--- config.mk ---
export PLATFORM = sky130hd
export DESIGN_NAME = tsnp_scanner
export DESIGN_NICKNAME = d
export VERILOG_FILES = /design/src/hw/rtl/tsnp_pkg.sv /design/src/hw/rtl/tsnp_scanner.sv
export SDC_FILE = /design/constraint.sdc
export NUM_CORES = 1
export LEC_CHECK = 0
export ABC_CLOCK_PERIOD_IN_PS = 3200
export BUFFER_PORTS_ARGS = -buffer_cell sky130_fd_sc_hd__buf_2
export CAP_MARGIN = 10
export CORE_ASPECT_RATIO = 1.1
export CORE_UTILIZATION = 50
export CTS_BUF_LIST = sky130_fd_sc_hd__clkbuf_4
export DETAILED_ROUTE_END_ITERATION = 8
export GPL_TIMING_DRIVEN = 1
export MAX_ROUTING_LAYER = met4
export PLACE_DENSITY = 0.84
export SYNTH_ARGS = -nofsm -noshare
export SYNTH_HDL_FRONTEND = slang
export SYNTH_SLANG_ARGS = --single-unit
--- constraint.sdc ---
create_clock -name clk_i -period 3.2 [get_ports clk_i]
set_input_delay 0.32 -clock clk_i [delete_from_list [all_inputs] [get_ports clk_i]]
set_output_delay 0.32 -clock clk_i [all_outputs]
set_load 0.005 [all_outputs]
--- src/hw/rtl/tsnp_pkg.sv ---
// ----------------------------------------------------------------------------
// tsnp_pkg
// Shared types and constants for the transport stream new-PID detector.
// ----------------------------------------------------------------------------
package tsnp_pkg;

  // Width of a packet identifier.
  localparam int unsigned PID_W = 13;

  // Width of the byte position counter inside a stride.
  localparam int unsigned POS_W = 8;

  // Sync byte that opens every transport stream packet.
  localparam logic [7:0] SYNC_BYTE = 8'h47;

  // Lookup request from the packet scanner to the seen map.
  typedef struct packed {
    logic             valid;
    logic [PID_W-1:0] pid;
  } tsnp_lookup_t;

  // Outcome of a seen-map lookup, formed in the compare stage from the read bit.
  typedef struct packed {
    logic             pending;  // a lookup is in the compare stage
    logic             is_new;   // the PID was not yet marked
    logic [PID_W-1:0] pid;
  } tsnp_result_t;

endpackage

--- src/hw/rtl/tsnp_scanner.sv ---
// ----------------------------------------------------------------------------
// tsnp_scanner
// Tracks the byte position inside a packet stride, checks the sync byte and
// assembles the PID from the two bytes after it.
// ----------------------------------------------------------------------------
module tsnp_scanner
  import tsnp_pkg::*;
#(
  parameter int unsigned PACKET_BYTES = 188
) (
  input  logic         clk_i,
  input  logic         rst_ni,
  input  logic         accept_i,
  input  logic [7:0]   ts_byte_i,
  input  logic         buffer_last_i,
  output tsnp_lookup_t lookup_o
);

  localparam logic [POS_W-1:0] StrideEndSync = POS_W'(PACKET_BYTES - 1);
  localparam logic [POS_W-1:0] StrideEndSkip = POS_W'(PACKET_BYTES);
  localparam logic [POS_W-1:0] PosStart      = '0;
  localparam logic [POS_W-1:0] PosPidHigh    = POS_W'(1);
  localparam logic [POS_W-1:0] PosPidLow     = POS_W'(2);

  logic [POS_W-1:0] pos_q, pos_d;
  logic             skip_q, skip_d;
  logic [4:0]       pid_high_q, pid_high_d;
  logic             skip_now;
  logic [POS_W-1:0] stride_end;

  // The skip flag is decided by the byte at the packet start.
  assign skip_now   = (pos_q == PosStart) ? (ts_byte_i != SYNC_BYTE) : skip_q;
  assign stride_end = skip_now ? StrideEndSkip : StrideEndSync;

  // The second PID byte completes the identifier and starts a lookup.
  assign lookup_o.valid = accept_i && (pos_q == PosPidLow) && !skip_q;
  assign lookup_o.pid   = {pid_high_q, ts_byte_i};

  // Next position, skip flag and upper PID bits.
  always_comb begin
    pos_d      = pos_q;
    skip_d     = skip_q;
    pid_high_d = pid_high_q;
    if (accept_i) begin
      if ((pos_q == PosPidHigh) && !skip_q) begin
        pid_high_d = ts_byte_i[4:0];
      end
      if (buffer_last_i || (pos_q >= stride_end)) begin
        pos_d  = PosStart;
        skip_d = 1'b0;
      end else begin
        pos_d  = pos_q + POS_W'(1);
        skip_d = skip_now;
      end
    end
  end

  always_ff @(posedge clk_i or negedge rst_ni) begin
    if (!rst_ni) begin
      pos_q      <= '0;
      skip_q     <= 1'b0;
      pid_high_q <= '0;
    end else begin
      pos_q      <= pos_d;
      skip_q     <= skip_d;
      pid_high_q <= pid_high_d;
    end
  end

endmodule

==> flow_metrics.tcl <==
set metrics [dict create \
    power_leakage_nw 0.539 \
    synth_seq_cells 14 \
    hold_class "input port to flip-flop" \
    synth_nets 106 \
    core-area_sq_um 1760 \
    diodes 0 \
    route.vias.total 740 \
    rsz0062_at_grt "false" \
    ios 26 \
    critical_path_class "flip-flop to flip-flop" \
    finClkSkew_ps 8.82 \
    area_growth_pct 11.1 \
    clk_path_buf_depth 2 \
    io_buffers 25 \
    fmax_ghz 0.372 \
    hpwl_mm 1.42 \
    cts_tree "yes" \
    grt_max_degree 15 \
    cts_buffers 3 \
    grt_pass1_wl_mm 3.06 \
    startpoint_type "flip-flop" \
    postSynthAreaPerCell_sq_um 10.5 \
    cp-end-kind "flip-flop" \
    clk_pin_slew_ps 80 \
    mostFrequentLayoutCells "25 x buf_2, 14 x dfrtp_1, 7 x nor3_1, 6 x nand2_1" \
    drtIter0Drc 15 \
    whs_ps 298 \
    clock-root-buffer "clkbuf_4" \
    netlist_area_sq_um 936 \
    fin_crit_sh_pct 84.1 \
    syn_inst 89 \
    final_common_cell "buf_2" \
    drive_gt1_share_pct 38.0 \
    drcViolationCount 0 \
    cts_setup_buffers 0 \
    die_w_microns 43.3 \
    slew_headroom_pct 67.3 \
    grt_pass1_vias 725 \
    gr-usage-all-layers_pct 21.3 \
    rows 16 \
    synth_cell_types 33 \
    finalMaxSlewViolations 0 \
    antenna_found_initial 0 \
    setup-tns-final_ps 0 \
    final-setup-viol-count 0 \
    place_congestion 0.864 \
    fin_nets 127 \
    cts_max_level 1 \
    min_period_ps 2690 \
    firstDrtPassIters 4 \
    start_util_pct 53.1 \
    required_ps 3330 \
    dieArea_sq_um 2050 \
    cap_violations 0 \
    ys_seq_area_share_pct 37.4 \
    tightestPinTransition_ps 488 \
    clk_latency_ps 270 \
    p_per_area_nw_per_um2 653 \
    yosysWarnings 0 \
    via_per_inst 5.87 \
    outcome "completed" \
    worstPathArrival_ps 2820 \
    drt.antenna.violating_nets 0 \
    cts_sinks 14 \
    vdd_drop_max_v 0.000354 \
    die_h_microns 47.4 \
    finish.utilization_pct 59.0 \
    gr-total-overflow 0 \
    wl_mm 1.84 \
    critPathMaxFanout 8 \
    finalHoldViolCount 0 \
    wl_per_cell_microns 14.6 \
]
## through the flow
step	total power, mW	instance area (sq um)	worst slack (ps)	std cells
global placement	0.563	1010	657	122
finish	0.679	1040	510	126
global route	0.731	1040	304	126
floorplan	0.508	936	875	89
detailed placement	0.582	1010	549	122
CTS	0.686	1040	515	126
## flip-flops by register name (all words and copies together) (netlist names)
name	count
skip_q	1
pid_high_q	5
pos_q	8
## final cells by class
class / count / area, sq um
Multi-Input combinational cell: 60 / 490
Clock buffer: 3 / 22.5
Sequential cell: 14 / 350
Fill cell: 156 / 722
Inverter: 5 / 18.8
Tap cell: 18 / 22.5
Timing Repair Buffer: 26 / 135
## routing by layer
layer	wire [microns]	part of all wire (%)	track usage [%]
met5	0	0	-
met4	10	0.54	6.06
met3	133	7.2	6.92
met2	963	52	38.8
met1	732	40	22.2
## Yosys cell counts, drive strengths merged
library cell  instances  area, sq um
o21a                  2         15.0
a211oi                3         27.5
a31oi                 1         6.26
nand3                 1         5.00
a21oi                 1         5.00
and4b                 2         23.8
mux2                  5         75.1
nor2                  5         18.8
xnor2                 2         17.5
xor2                  2         17.5
nor3                  8         45.0
o31ai                 2         15.0
nor4                  1         21.3
and2                  1         7.51
ha                    5         62.6
and3                  1         6.26
inv                   5         18.8
dfrtp                14          350
mux2i                 1         10.0
nand2                 7         33.8
nand4                 5         37.5
a21o                  2         16.3
nor4b                 1         8.76
buf                  10         76.3
nor3b                 2         15.0
## final timing paths
kind	endpoint	startpoint	depth (start not counted)	slack [ps]
max	pos_q[3]	pos_q[0]	11	510
min	pid_high_q[1]	ts_byte_i[1]	2	300
max reg2reg	pos_q[3]	pos_q[0]	11	510
min reg2reg	pid_high_q[4]	pid_high_q[4]	1	510
max in group asynchronous	pid_high_q[4]	rst_ni	2	2500
min in group asynchronous	skip_q	rst_ni	2	460
## report_power, final
group	internal, mW	switching, mW	total (mW)
clock network	0.0435	0.0507	0.0942
logic	0.160	0.133	0.292
registers	0.231	0.0608	0.292
total	0.435	0.244	0.679
## kinds of logic after synthesis
logic type / after synthesis / share of synthesized area [%]
simple gates: 34 / 23.8
buf+inv: 15 / 10.2
flops: 14 / 37.4
compound gates: 11 / 9.09
mux: 6 / 9.09
fa+ha+maj: 5 / 6.68
xor+xnor: 4 / 3.74
## worst max-delay path, cell delays in order, from the launching register on
cell and delay (ps):
dfrtp_1 470, inv_1 120, ha_1 140, nor3b_1 280, nand4_2 190, nand2_1 130, inv_1 50, ha_1 300
a211oi_1 80, o21a_1 240, nor3_2 430, nor3_1 130
## timing repair
item,CTS,global route
endpoints found under the hold margin,14,0
gates resized for setup,0,0
hold buffers,1,0
No activity file was read; power rests on OpenSTA's default activity.
