### src/hw/rtl/tsnp_pkg.sv
// ----------------------------------------------------------------------------
// tsnp_pkg
// Shared types and constants for the transport stream new-PID detector.
// ----------------------------------------------------------------------------
package tsnp_pkg;

  // Width of a packet identifier.
  localparam int unsigned PID_W = 13;

  // Width of the byte position counter inside a stride.
  localparam int unsigned POS_W = 8;

  // Sync byte that opens every transport stream packet.
  localparam logic [7:0] SYNC_BYTE = 8'h47;

  // Lookup request from the packet scanner to the seen map.
  typedef struct packed {
    logic             valid;
    logic [PID_W-1:0] pid;
  } tsnp_lookup_t;

  // Outcome of a seen-map lookup, formed in the compare stage from the read bit.
  typedef struct packed {
    logic             pending;  // a lookup is in the compare stage
    logic             is_new;   // the PID was not yet marked
    logic [PID_W-1:0] pid;
  } tsnp_result_t;

endpackage

### src/hw/rtl/tsnp_out_buf.sv
// ----------------------------------------------------------------------------
// tsnp_out_buf
// Two-entry result buffer that parts the output channel from the lookup
// pipeline.
// ----------------------------------------------------------------------------
module tsnp_out_buf
  import tsnp_pkg::*;
(
  input  logic             clk_i,
  input  logic             rst_ni,
  input  logic             push_i,
  input  logic [PID_W-1:0] push_pid_i,
  output logic [1:0]       count_o,
  output logic             out_valid_o,
  input  logic             out_stall_i,
  output logic [PID_W-1:0] out_pid_o
);

  logic [1:0]       count_q, count_d;
  logic [PID_W-1:0] head_q, head_d;
  logic [PID_W-1:0] tail_q, tail_d;
  logic             pop;

  assign pop = (count_q != 2'd0) && !out_stall_i;

  // Shift-style update: the head always holds the oldest result.
  always_comb begin
    head_d  = head_q;
    tail_d  = tail_q;
    count_d = count_q;
    if (pop) begin
      head_d = tail_q;
    end
    if (push_i) begin
      if ((count_q == 2'd0) || (pop && (count_q == 2'd1))) begin
        head_d = push_pid_i;
      end else begin
        tail_d = push_pid_i;
      end
    end
    count_d = count_q + 2'(push_i) - 2'(pop);
  end

  always_ff @(posedge clk_i) begin
    head_q <= head_d;
    tail_q <= tail_d;
  end

  always_ff @(posedge clk_i or negedge rst_ni) begin
    if (!rst_ni) begin
      count_q <= '0;
    end else begin
      count_q <= count_d;
    end
  end

  assign count_o     = count_q;
  assign out_valid_o = (count_q != 2'd0);
  assign out_pid_o   = head_q;

endmodule

### config.mk
export PLATFORM = sky130hd
export DESIGN_NAME = tsnp_out_buf
export DESIGN_NICKNAME = d
export VERILOG_FILES = /design/src/hw/rtl/tsnp_pkg.sv /design/src/hw/rtl/tsnp_out_buf.sv
export SDC_FILE = /design/constraint.sdc
export NUM_CORES = 1
export LEC_CHECK = 0
export ABC_CLOCK_PERIOD_IN_PS = 2300
export BUFFER_PORTS_ARGS = -buffer_cell sky130_fd_sc_hd__buf_2
export CAP_MARGIN = 40
export CORE_UTILIZATION = 49
export CTS_CLUSTER_DIAMETER = 120
export DETAILED_ROUTE_END_ITERATION = 10
export GPL_ROUTABILITY_DRIVEN = 0
export PLACE_DENSITY = 0.89
export SKIP_LAST_GASP = 1
export SLEW_MARGIN = 0
export SYNTH_ARGS = -nofsm -noshare
export SYNTH_HDL_FRONTEND = slang
export SYNTH_SLANG_ARGS = --single-unit
### constraint.sdc
create_clock -name clk_i -period 2.3 [get_ports clk_i]
set_clock_uncertainty 0.15 [all_clocks]
set_input_delay 0.115 -clock clk_i [delete_from_list [all_inputs] [get_ports clk_i]]
set_output_delay 0.115 -clock clk_i [all_outputs]
set_load 0.01 [all_outputs]
==> flow_summary.ini, run 1 <==
[outcome]
outcome = complete, no violations

[floorplan]
die_area_um2 = 2380
chipWidth_um = 48.8
io_pins = 33
start_util_pct = 53.5
die-height_um = 48.8
core_area_um2 = 2000
rows = 16

[power_and_ir_drop]
power.share.clock_pct = 17.8
p_int_uw = 1180
power.density_nw_per_um2 = 1210
p_leak_uw = 0.000641
pwr-share-seq_pct = 45.2
ir_drop_mv = 0.877
power_switching_uw = 591
p_sw_share_pct = 33.4
combPwrFrac_pct = 37.1

[logic_synthesis]
synth_top_area_share_pct = 36.4
ys_ff_latch = 28
yosysTopAreaCell = edfxtp_1
postSynthAreaPerCell_um2 = 12.6
syn-instance-count = 85
yosys-top-cells-area = edfxtp_1 36%, dfxtp_1 24%, a2bb2oi_1 11%
seq_area_frac_synth_pct = 65.4
ys_types = 18
mappedNetlistArea_um2 = 1070
yosys_warnings = 0
syn-num-nets = 103

[worst_setup_path]
crit_type = reg -> reg
cp-endpoint = out_pid_o[8]
worstPathRequired_ps = 2370
cp-end-kind = register
r2r-start = count_o[0]
slowest_stage = dfrtp_1
reg2reg_slack_ps = 620
reg2reg_to = out_pid_o[8]
cp_top_family = flip-flops
crit_start = count_o[0]
crit_chain = a21oi_2, buf_4, nand2_1, a2bb2oi_1
crit_buf_inv = 1
reg2regPathDepth = 4
cp_slowest_stage_delay_ps = 480
cp.depth = 4
setup.worst_path.start_class = register
crit_fanout = 15
crit_arrival_ps = 1750

[final_layout]
multi_input_area_um2 = 344
fillCellCount = 154
fin_area_um2 = 1460
fin_cells = 161
regArea_um2 = 701
nNetsFinal = 153
n_antenna_cell = 0
final_layout_size_suffix_gt1_share_pct = 31.3
synthToLayoutAreaGrowth_pct = 36.7

[sta]
clock.fmax_mhz = 594
hold_viol_final = 0
report.final.slew_viol_count = 0
finalSetupTns_ps = 0
tightest_slew_ps = 511
min_period_ps = 1680
whs_ps = 19.5
relSlewSlack_pct = 65.9
rsz0062_at_grt = no
setup_violations = 0
fin_crit_sh_pct = 73.2

[routing]
first_iter_violations = 23
vias = 869
drc = 0
vias_per_cell = 5.40
wl_per_cell_um = 14.7
detail-route-antenna-nets = 0
routed_wl_um = 2370
drtPass1Iterations = 4

[job]
maxCapViolCount = 0

[cts]
cts.clk_slew.worst_paths_ps = 150
insertion_delay_ps = 320
cts_post_setup_buffers_inserted = 0
clkSinkCount = 28
cts.path.max_buffers = 2
htreeDepth = 1
cts_made_buffers = 3
cts_root_buf = clkbuf_4
cts_tree = done

[min_path]
hp-class = in -> reg

[grt]
grt_use_total_pct = 21.8
antenna_found_initial = 0
grt_max_degree = 17
grt_overflow = 0
grt_pass1_wl_um = 3870
grt_pass1_vias = 862

[placement]
place_inst = 142
placed_area_um2 = 1260
hpwl_um = 1490
portBuffers = 32
## cells by family after synthesis
group / Yosys count / synth area share [%]
buf+inv: 5 / 2.45
compound gates: 30 / 22.7
fa+ha+maj: 1 / 1.17
xor+xnor: 1 / 0.818
flops: 28 / 65.4
simple gates: 20 / 7.48
## worst min-delay path, cell delays in order
cell and delay, ps:
buf_2 130, nand2_1 60, nand2_1 50, ha_1 110
## power groups by stage
| stage | Combinational, µW | Clock (µW) | Sequential (µW) |
|---|---|---|---|
| after floorplan | 323 | 0 | 871 |
| after global placement | 604 | 0 | 797 |
| after detailed placement | 633 | 0 | 809 |
| after CTS | 653 | 319 | 798 |
| after global routing | 723 | 337 | 823 |
| final | 656 | 314 | 800 |
## metal layers
layer / part of all wire, % / wire length (µm) / vias up / track usage (%)
li1: - / - / 419 / -
met1: 40 / 939 / 412 / 25.4
met2: 55 / 1300 / 38 / 40.7
met3: 5.6 / 132 / 0 / 3.77
met4: 0 / 0 / 0 / 5.88
met5: 0 / 0 / - / 0
## cells in the final DEF, fill, tap and decap left out
| master | count |
|---|---|
| edfxtp_1 | 13 |
| o21ba_2 | 1 |
| nor2b_1 | 1 |
| buf_2 | 32 |
| o21ai_0 | 1 |
| ha_1 | 1 |
| nand2_1 | 17 |
| buf_4 | 3 |
| dlygate4sd3_1 | 15 |
| or2_2 | 1 |
| xnor2_1 | 1 |
| bufinv_16 | 1 |
| a21oi_2 | 1 |
| clkbuf_4 | 3 |
| dfrtp_1 | 2 |
| o21bai_1 | 1 |
| dfxtp_1 | 13 |
| nor2_1 | 1 |
| a2bb2oi_1 | 13 |
| a22oi_1 | 13 |
## cell usage after synthesis
cell,instances
ha_1,1
xnor2_1,1
nor2_1,1
a22oi_1,13
dfxtp_1,13
a2bb2oi_1,13
o21ai_0,1
o21ba_2,1
edfxtp_1,13
dfrtp_1,2
clkbuf_1,1
or2_2,1
o21bai_1,1
nand2_1,17
nor2b_1,1
buf_4,1
buf_2,3
a21oi_2,1
## worst min-delay path by stage
stage	slack [ps]	to	depth (start not counted)	start
after global routing	30	count_o[0]	4	out_stall_i
after global placement	-250	count_o[1]	1	rst_ni
after detailed placement	-250	count_o[1]	1	rst_ni
after floorplan	-330	count_o[0]	0	rst_ni
after CTS	10	count_o[0]	4	out_stall_i
final	20	count_o[0]	4	out_stall_i
## registers in the layout, indices dropped and copies added (netlist names)
register / flops
out_pid_o: 13
count_o: 2
tail_q: 13
## area by class of cell
class	count	share of cell area (%)
clock buffers	3	1.54
clock inverters	1	2.05
multi-input cells	52	23.5
flip-flops and latches	28	47.9
well taps	27	2.31
repair buffers	50	22.7
## through the flow
stage | total power, µW | worst slack, ps | utilization [%]
6_report | 1770 | 617 | 73.1
5_1_grt | 1880 | 485 | 73.1
3_3_place_gp | 1400 | 733 | 63.0
4_1_cts | 1770 | 606 | 73.1
3_5_place_dp | 1440 | 629 | 63.0
2_1_floorplan | 1190 | 534 | -
## what timing repair did
| item | CTS | global route |
|---|---|---|
| hold buffers | 15 | 0 |
| endpoints found under the hold margin | 28 | 0 |
| resized for setup | 0 | 0 |
Power figures use the tool's default switching activity.
==> run 2, diff against run 1 <==
ABC_AREA = 1   (was not set)
ABC_CLOCK_PERIOD_IN_PS = 1550   (was 2300)
CORE_UTILIZATION = 50   (was 49)
clock period = 1.55 ns   (was 2.3 ns; I/O delays follow)
==> flow_summary.ini, run 2 <==
[routing]
vias_per_cell = 4.95
first_iter_violations = 23
routed_wl_um = 2550
drc = 0
vias = 1074
wl_per_cell_um = 11.8
detail-route-antenna-nets = 0
drtPass1Iterations = 4

[logic_synthesis]
seq_area_frac_synth_pct = 58.2
ys_types = 17
yosys_warnings = 0
yosys-top-cells-count = 41 x nand2_1, 27 x inv_1, 27 x nand3_1
synth_ff_type = edfxtp_1
yosys-top-cells-area = edfxtp_1 32%, dfxtp_1 22%, nand2_1 13%
syn-num-nets = 156
synth_top_area_share_pct = 32.4
ys_ff_latch = 28
yosysMostFrequentCell = nand2_1
synth-edff-count = 13
syn-instance-count = 138
mappedNetlistArea_um2 = 1200
yosysTopAreaCell = edfxtp_1
postSynthAreaPerCell_um2 = 8.72
synthArstFlopShare_pct = 7.14

[worst_setup_path]
cp-end-kind = primary output
crit_type = reg -> out
reg2reg_slack_ps = 150
crit_arrival_ps = 1220
setup.worst_path.start_class = register
worstPathRequired_ps = 1320
crit_fanout = 14

[cts]
cts.path.max_buffers = 2
htreeDepth = 1
cts_made_buffers = 3
insertion_delay_ps = 310
cts_root_buf = clkbuf_4
clkSinkCount = 28
cts_tree = done
cts_post_setup_buffers_inserted = 0
cts.clk_slew.worst_paths_ps = 150

[floorplan]
die_area_um2 = 2610
die-height_um = 51.1
io_pins = 33
rows = 17
start_util_pct = 53.9
chipWidth_um = 51.1
core_area_um2 = 2230

[grt]
grt_use_total_pct = 22.1
grt_pass1_vias = 1030
grt_use_met3_pct = 4.17
met1_usage_pct = 24.4
grt_overflow = 0
grt_pass1_wl_um = 4240
antenna_found_initial = 0
gr-max-usage-layer = met2
gr-usage-met2_pct = 41.2
grt_max_degree = 17

[final_layout]
final_cell_mix = 41 x nand2_1, 32 x buf_2, 27 x inv_1, 27 x nand3_1, 17 x dlygate4sd3_1
layout_commonest_cell = nand2_1
n_antenna_cell = 0
final_layout_size_suffix_gt1_share_pct = 24.9
fin_cells = 217
fillCellCount = 169
synthToLayoutAreaGrowth_pct = 33.9
nNetsFinal = 208

[power_and_ir_drop]
p_leak_uw = 0.000849
p_int_uw = 1740
power_switching_uw = 985
combPwrFrac_pct = 39.4
power.share.clock_pct = 17.1
power_uw = 2720
pwr-share-seq_pct = 43.6
power.density_nw_per_um2 = 1690
p_sw_share_pct = 36.2
ir_drop_mv = 0.982

[sta]
rsz0062_at_grt = no
clock.fmax_mhz = 691
min_period_ps = 1450
setup_violations = 0
hold_viol_final = 0
report.final.slew_viol_count = 0
fin_crit_sh_pct = 93.3
relSlewSlack_pct = 82.1
finalSetupTns_ps = 0
tightest_slew_ps = 268

[outcome]
outcome = complete, no violations

[job]
maxCapViolCount = 0

[min_path]
hp-class = in -> reg

[placement]
place_inst = 196
portBuffers = 32
hpwl_um = 1740
==> run 2: changes by cell type after synthesis, moves of 2 or more <==
cell,previous run,this run
a22oi_1,13,0
a2bb2oi_1,13,0
nand2_1,17,41
inv_2,0,3
inv_1,0,27
buf_2,3,1
nand3_1,0,27
buf_6,0,2
==> run 2: through the flow <==
step / area (µm²) / utilization [%] / setup slack (ps) / hold WS (ps)
5_1_grt: 1610 / 72.2 / 24.6 / 308
2_1_floorplan: 1210 / - / 10.3 / -368
4_1_cts: 1610 / 71.9 / 23.6 / 311
3_5_place_dp: 1380 / 61.9 / 195 / -285
3_3_place_gp: 1380 / 61.9 / 240 / -287
6_report: 1610 / 72.2 / 103 / 317
==> run 2: routing by layer <==
layer	vias to the layer above	share of wire (%)
met1	494	40
met3	4	5.5
met2	45	53
li1	531	-
met5	-	0
met4	0	1.0
==> run 2: timing repair <==
item	in CTS	in global routing
hold buffers	17	0
endpoints found under the hold margin	30	0
endpoints found under the setup margin	0	1
resized for setup	0	2
==> run 2: logic make-up after synthesis <==
kind of cell    share of synthesized area (%)
compound gates                           1.77
xor+xnor                                0.728
fa+ha+maj                                1.04
buf+inv                                  12.9
flops                                    58.2
simple gates                             25.4
==> run 2: worst paths after layout <==
check	startpoint	cells after the start	to
max in group asynchronous	rst_ni	3	count_o[1]
worst max register to register	count_o[0]	3	tail_q[1]
min in group asynchronous	rst_ni	3	count_o[1]
worst min register to register	out_pid_o[10]	4	out_pid_o[10]
worst min-delay path	push_pid_i[3]	2	tail_q[3]
worst max-delay path	count_o[0]	3	out_valid_o
==> run 2: worst max-delay path, stage by stage, from the launching register on <==
cell and delay [ps]:
dfrtp_1 460, inv_1 120, nand2_4 170, buf_2 160
==> run 2: power by group through the flow <==
stage                     clock [µW]  combinational, µW  sequential [µW]
after floorplan                    0                583             1290
after global placement             0                981             1180
after detailed placement           0               1030             1200
after CTS                        472               1060             1180
after global routing             500               1210             1210
final                            464               1070             1180
==> run 2: cell type report <==
type / instances / area, µm² / area share [%]
Clock buffer: 3 / 22.5 / 1.40
Sequential cell: 28 / 702 / 43.6
Clock inverter: 1 / 30.0 / 1.86
Multi-Input combinational cell: 75 / 357 / 22.1
Timing Repair Buffer: 52 / 353 / 21.9
Tap cell: 28 / 35.0 / 2.17
Inverter: 30 / 113 / 6.99
